==> config.mk <==
export PLATFORM = sky130hd
export DESIGN_NAME = spv_front
export DESIGN_NICKNAME = d
export VERILOG_FILES = /design/src/hdl/spv_pkg.sv /design/src/hdl/spv_front.sv
export SDC_FILE = /design/constraint.sdc
export NUM_CORES = 1
export LEC_CHECK = 0
export BUFFER_PORTS_ARGS = -buffer_cell sky130_fd_sc_hd__buf_4
export CAP_MARGIN = 25
export CORE_MARGIN = 5
export CORE_UTILIZATION = 50
export CTS_CLUSTER_SIZE = 20
export DETAILED_ROUTE_END_ITERATION = 12
export GPL_TIMING_DRIVEN = 0
export PLACE_DENSITY_LB_ADDON = 0.3
export SYNTH_ARGS = -nofsm -noshare
export SYNTH_HDL_FRONTEND = slang
export SYNTH_SLANG_ARGS = --single-unit
==> constraint.sdc <==
create_clock -name clk -period 3.35 [get_ports clk]
set_input_delay 0.5025 -clock clk [delete_from_list [all_inputs] [get_ports clk]]
set_output_delay 0.5025 -clock clk [all_outputs]
set_load 0.02 [all_outputs]
==> src/hdl/spv_pkg.sv <==
// Shared types, constants and codes for the skin pixel palette vote block.
package spv_pkg;

  localparam int PALETTE_DEPTH = 128;
  localparam int VOTE_WIDTH    = 20;
  localparam int IDX_W         = $clog2(PALETTE_DEPTH);
  localparam int N_W           = 8;
  localparam int LOSS_W        = 31;
  localparam int COUNT_W       = 20;
  localparam int DIST_W        = 20;
  localparam int SQ_W          = 21;
  localparam int SQRT_STEPS    = 10;
  localparam int STEP_W        = $clog2(SQRT_STEPS);
  localparam int PAL_W         = 24;

  localparam logic [LOSS_W-1:0]     LOSS_MAX = {LOSS_W{1'b1}};
  localparam logic [VOTE_WIDTH-1:0] VOTE_MAX = {VOTE_WIDTH{1'b1}};
  localparam logic [SQ_W-1:0]       SQRT_TOP = SQ_W'(1) << (2 * (SQRT_STEPS - 1));

  typedef enum logic [2:0] {
    REQ_LOAD   = 3'd0,
    REQ_PIXEL  = 3'd1,
    REQ_READ   = 3'd2,
    REQ_REPORT = 3'd3,
    REQ_CLEAR  = 3'd4
  } req_t;

  typedef enum logic [1:0] {
    KIND_PIXEL  = 2'd0,
    KIND_VOTES  = 2'd1,
    KIND_REPORT = 2'd2
  } kind_t;

  typedef enum logic [2:0] {
    CFG_RED_MIN     = 3'd0,
    CFG_GREEN_MIN   = 3'd1,
    CFG_BLUE_MIN    = 3'd2,
    CFG_RG_GAP      = 3'd3,
    CFG_ENTRIES     = 3'd4,
    CFG_METRIC_MODE = 3'd5
  } cfg_idx_t;

  typedef struct packed {
    logic [2:0] req_type;
    logic [6:0] entry_index;
    logic [7:0] blue;
    logic [7:0] green;
    logic [7:0] red;
  } in_item_t;

  typedef struct packed {
    logic [1:0]         result_kind;
    logic               skin;
    logic [6:0]         chosen_index;
    logic [COUNT_W-1:0] count;
  } out_item_t;

  typedef struct packed {
    logic [7:0]     red_min;
    logic [7:0]     green_min;
    logic [7:0]     blue_min;
    logic [7:0]     rg_gap;
    logic [N_W-1:0] entries_in_use;
    logic           metric_mode;
  } cfg_t;

  typedef struct packed {
    req_t       req;
    logic [6:0] idx;
    logic [7:0] blue;
    logic [7:0] green;
    logic [7:0] red;
    logic       skin;
  } job_t;

  typedef enum logic [3:0] {
    ST_IDLE,
    ST_PIX_RD,
    ST_PIX_MUL,
    ST_PIX_WGT,
    ST_PIX_SUM,
    ST_PIX_SQRT,
    ST_PIX_ACC,
    ST_VOTE_RD,
    ST_VOTE_WR,
    ST_RDV_RD,
    ST_RDV_OUT,
    ST_REP_RD,
    ST_REP_CMP,
    ST_EMIT
  } state_t;

endpackage

==> src/hdl/spv_front.sv <==
// Front end: configuration registers, request decode, skin test and job queue.
module spv_front (
  input  logic             clk,
  input  logic             rst_n,
  input  logic             push,
  output logic             full,
  input  spv_pkg::in_item_t in_data,
  input  logic             valid,
  output logic             ready,
  input  logic [2:0]       cfg_index,
  input  logic [7:0]       cfg_wdata,
  output spv_pkg::cfg_t    cfg,
  output logic             job_valid,
  input  logic             job_ready,
  output spv_pkg::job_t    job
);
  import spv_pkg::*;

  cfg_t       cfg_r;
  job_t       q_r [2];
  logic       wr_ptr_r;
  logic       rd_ptr_r;
  logic [1:0] cnt_r;
  logic       in_take;
  logic       enq;
  logic       deq;
  logic       code_ok;
  logic       skin;
  logic [7:0] gap;
  job_t       new_job;

  assign ready = 1'b1;
  assign cfg   = cfg_r;

  always_ff @(posedge clk) begin
    if (!rst_n) begin
      cfg_r.red_min        <= 8'd95;
      cfg_r.green_min      <= 8'd40;
      cfg_r.blue_min       <= 8'd20;
      cfg_r.rg_gap         <= 8'd15;
      cfg_r.entries_in_use <= N_W'(109);
      cfg_r.metric_mode    <= 1'b1;
    end else if (valid) begin
      unique case (cfg_idx_t'(cfg_index))
        CFG_RED_MIN:     cfg_r.red_min        <= cfg_wdata;
        CFG_GREEN_MIN:   cfg_r.green_min      <= cfg_wdata;
        CFG_BLUE_MIN:    cfg_r.blue_min       <= cfg_wdata;
        CFG_RG_GAP:      cfg_r.rg_gap         <= cfg_wdata;
        CFG_ENTRIES:     cfg_r.entries_in_use <= cfg_wdata;
        CFG_METRIC_MODE: cfg_r.metric_mode    <= cfg_wdata[0];
        default: ;
      endcase
    end
  end

  always_comb begin
    gap  = (in_data.red > in_data.green) ? in_data.red - in_data.green
                                          : in_data.green - in_data.red;
    skin = (in_data.red > cfg_r.red_min) && (in_data.green > cfg_r.green_min) &&
           (in_data.blue > cfg_r.blue_min) && (in_data.red > in_data.blue) &&
           (in_data.red > in_data.green) && (gap > cfg_r.rg_gap);
    unique case (in_data.req_type)
      REQ_LOAD, REQ_PIXEL, REQ_READ, REQ_REPORT, REQ_CLEAR: code_ok = 1'b1;
      default: code_ok = 1'b0;
    endcase
    new_job.req   = req_t'(in_data.req_type);
    new_job.idx   = in_data.entry_index;
    new_job.blue  = in_data.blue;
    new_job.green = in_data.green;
    new_job.red   = in_data.red;
    new_job.skin  = skin;
  end

  assign full      = (cnt_r == 2'd2);
  assign in_take   = push && !full;
  assign enq       = in_take && code_ok;
  assign job_valid = (cnt_r != 2'd0);
  assign deq       = job_valid && job_ready;
  assign job       = q_r[rd_ptr_r];

  always_ff @(posedge clk) begin
    if (enq) begin
      q_r[wr_ptr_r] <= new_job;
    end
  end

  always_ff @(posedge clk) begin
    if (!rst_n) begin
      wr_ptr_r <= 1'b0;
      rd_ptr_r <= 1'b0;
      cnt_r    <= 2'd0;
    end else begin
      if (enq) begin
        wr_ptr_r <= !wr_ptr_r;
      end
      if (deq) begin
        rd_ptr_r <= !rd_ptr_r;
      end
      cnt_r <= cnt_r + {1'b0, enq} - {1'b0, deq};
    end
  end

endmodule

==> impl_metrics.csv <==
group,metric,value,unit
status,status,"completed",
global_route,grt_max_degree,28,
synthesis,synth_warnings,0,
drt,route.detailed.drc,0,
global_route,grt_usage,21.99,%
setup_path,critPathKind,"primary input to register",
synthesis,synth_seq_cells,116,
die,die_h,119.0,um
cts,clock-sinks,116,
cts,cts_tree,"built",
die,initial_core_util,51.63,%
sta,finalMaxSlewViolations,0,
synthesis,syn_nets,656,
cts,root_buffer,"clkbuf_16",
drt,firstDrtPassIters,4,
sta,fin_worst_skew,0.003866,ns
cts,htreeDepth,4,
place,gp_congestion,0.8720,
global_route,overflow,0,
die,core,11520,sq um
die,die_w,119.0,um
die,ios,129,
flow_run,max_cap_violations,0,
sta,finalHoldViolCount,0,
setup_path,r2r_end,"q_r[0][0]$_DFFE_PP_",
synthesis,syn_inst,547,
synthesis,ys_seq_area_share,50.84,%
die,rows,39,
synthesis,syn_area_per_cell,10.87,sq um
drt,vias,4631,
finish,nets,815,
drt,wl,15.53,mm
finish,fin_util,68.69,%
synthesis,async_reset_ff_share,0,%
cts,cts_hold_buf,0,
place,hpwl,11.19,mm
synthesis,synth_enable_flop_cells,70,
global_route,grt_pass1_vias,4757,
global_route,antenna_found_initial,0,
pwr,vdd_drop_max,343.4,uV
place,place_inst,817,
setup_path,startpoint_type,"primary input",
sta,fmax,299.1,MHz
cts,numCtsBuffers,17,
drt,routedWlPerCell,18.02,um
worst_hold_path,hold_path_class,"primary input to register",
synthesis,synthesis.area,5946,sq um
setup_path,critPathMaxFanout,9,
finish,fin_cells,862,
worst_hold_path,min_path_cells,1,
sta,rsz0062_at_grt,"true",
setup_path,r2r_cells,7,
setup_path,required,3.51,ns
cts,clk_pin_slew,0.06,ns
finish,fillers,834,
setup_path,cp-end-kind,"register",
drt,antenna_left,0,
sta,worst_slew_pin_slew,0.8858,ns
finish,drive_gt1_share,32.13,%
synthesis,synthFlopType,"edfxtp_1",
setup_path,reg2reg_slack,1.10,ns
finish,diodes,0,
synthesis,synth_cell_types,44,
global_route,grt_first_pass_wirelength,24.36,mm
drt,drtIter0Drc,182,
sta,max-slew-margin-rel,40.49,%
sta,setup_viol,0,
cts,clock_latency,0.41,ns
setup_path,r2r-start,"cfg[38]$_SDFFE_PN0P_",
die,die_area,14170,sq um
worst_hold_path,min_to,"q_r[1][31]$_DFFE_PP_",
worst_hold_path,holdCritStartpoint,"in_data[30]",
pwr,power.density,596.6,nW/um^2
sta,finalCriticalPeriod,3.343,ns
drt,via_per_inst,5.372,
place,io_buffers,125,
finish,area_growth,33.04,%
pwr,p_leak,3.382,nW
sta,worst_slack,0.006637,ns
setup_path,worstPathArrival,3.50,ns
sta,fin_crit_sh,99.80,%
cts,clockBufferDepth,2,
place,place_ws,-0.5427,ns
state kept, by name, indices dropped and copies added (netlist names), named ones only:
name / count
q_r: 70
wr_ptr_r: 1
cfg: 41
rd_ptr_r: 1
cnt_r: 2
cell usage in the layout, fill, tap and decap left out, drive strengths merged, types with 2 or more instances in the layout:
cell type and count:
o21a 4, nand2b 5, nand3 16, ha 57, and2 5, clkbuf 32
fa 2, mux2 36, a21o 7, a31oi 2, nand2 79, inv 67
a21oi 20, mux2i 5, a21boi 21, nand4 11, xnor2 7, buf 146
dfxtp 46, o31ai 2, o22ai 2, edfxtp 70, clkinvlp 2, clkinv 7
nor3 2, o211ai 12, o221ai 2, nor2b 11, bufinv 2, or3 2
nor2 14, o21ai 13, xor2 2
stage by stage:
stage          total power [W]  setup TNS (ns)  instance area, sq um  hold slack (ns)
6_report              0.004719               0                  7910           0.2726
5_1_grt               0.004923         -0.1617                  7910           0.2502
4_1_cts               0.004708               0                  7746           0.2606
3_5_place_dp          0.002930          -1.085                  7128           0.4587
3_3_place_gp          0.002877          -33.69                  7073           0.4550
2_1_floorplan         0.002461               0                  5956           0.5042
power breakdown:
group / leakage (nW) / total [W] / internal (W) / switching, W
clock network: 0.281 / 0.00177 / 0.00110 / 0.000668
registers: 1.02 / 0.00168 / 0.00164 / 0.0000379
logic: 2.08 / 0.00128 / 0.000585 / 0.000690
total: 3.38 / 0.00472 / 0.00332 / 0.00140
how the worst max path moves through the flow:
stage / from / end / slack, ns / cells after the start
floorplan: in_data[0] / q_r[0][0]$_DFFE_PP_ / 0.001 / 17
global placement: in_data[32] / q_r[0][12]$_DFFE_PP_ / -0.48 / 4
detailed placement: in_data[0] / q_r[0][0]$_DFFE_PP_ / -0.54 / 17
CTS: in_data[3] / q_r[0][0]$_DFFE_PP_ / 0.02 / 19
global route: in_data[4] / q_r[1][0]$_DFFE_PP_ / -0.08 / 19
finish: in_data[4] / q_r[0][0]$_DFFE_PP_ / 0.007 / 19
synthesized netlist by cell type, types with 2 or more instances:
master    instances  area (sq um)
a21boi_0         21         157.7
a21o_1            7         52.55
a21oi_1          19         95.09
a31oi_1           2         12.51
and2_1            5         31.28
buf_1             2         7.510
buf_4             2         15.01
clkbuf_1         14         52.55
dfxtp_1          46         920.9
edfxtp_1         70          2102
fa_1              2         40.04
ha_1             57         713.2
inv_1            64         240.2
mux2_2           36         405.4
mux2i_1           5         50.05
nand2_1          79         296.5
nand2b_1          5         31.28
nand3_1          16         80.08
nand4_1          11         68.82
nor2_1           14         52.55
nor2b_1          11         68.82
nor3_1            2         10.01
o211ai_1         12         90.09
o21a_1            4         30.03
o21ai_0          13         65.06
o31ai_1           2         15.01
or3_1             2         12.51
xnor2_1           7         61.31
xor2_1            2         17.52
repair_timing:
item / 4_1_cts / 5_1_grt
buffers inserted: 4 / 8
resized for setup: 1 / 27
pin swaps: 5 / 13
endpoints found under the setup margin: 2 / 2
cloned: 1 / 0
metal layers:
metal  global-route usage [%]  vias to the layer above  wire (um)
met3                    7.156                       37       1263
li1                         -                     2231          -
met1                    26.67                     2188       6574
met5                        0                        -          0
met2                    36.35                      175       7297
met4                    8.689                        0        394
area by class of cell:
| type | instances | area [sq um] | share of cell area (%) |
|---|---|---|---|
| Tap cell | 143 | 178.9 | 2.262 |
| Timing Repair Buffer | 140 | 1097 | 13.87 |
| Clock inverter | 14 | 151.4 | 1.914 |
| Multi-Input combinational cell | 347 | 2676 | 33.83 |
| Inverter | 64 | 252.7 | 3.195 |
| Sequential cell | 116 | 3023 | 38.22 |
| Buffer | 20 | 101.3 | 1.281 |
| Clock buffer | 18 | 429.2 | 5.426 |
critical path, stage by stage:
cell and delay [ns]:
buf_6 0.11, inv_1 0.05, ha_1 0.28, buf_6 0.13
nand4_1 0.16, a21oi_2 0.17, o22ai_2 0.10, buf_6 0.14
buf_6 0.13, o21ai_0 0.09, o221ai_1 0.18, xnor2_1 0.26
ha_1 0.28, a21o_1 0.19, a21o_1 0.16, a21oi_2 0.13
o21a_1 0.18, a2111oi_4 0.05, and4b_1 0.21
cell families after synthesis:
logic type                 count (synthesis)  share of synthesized area (%)
adders and majority gates                 59                          12.67
muxes                                     41                          7.660
xor gates and xnor gates                   9                          1.326
AOI/OAI and AO/OA                         88                          10.33
DFF                                      116                          50.84
other                                      1                        0.06307
and+or+nand+nor                          149                          11.53
buffers and inverters                     84                          5.576
Power figures use the tool's default switching activity.
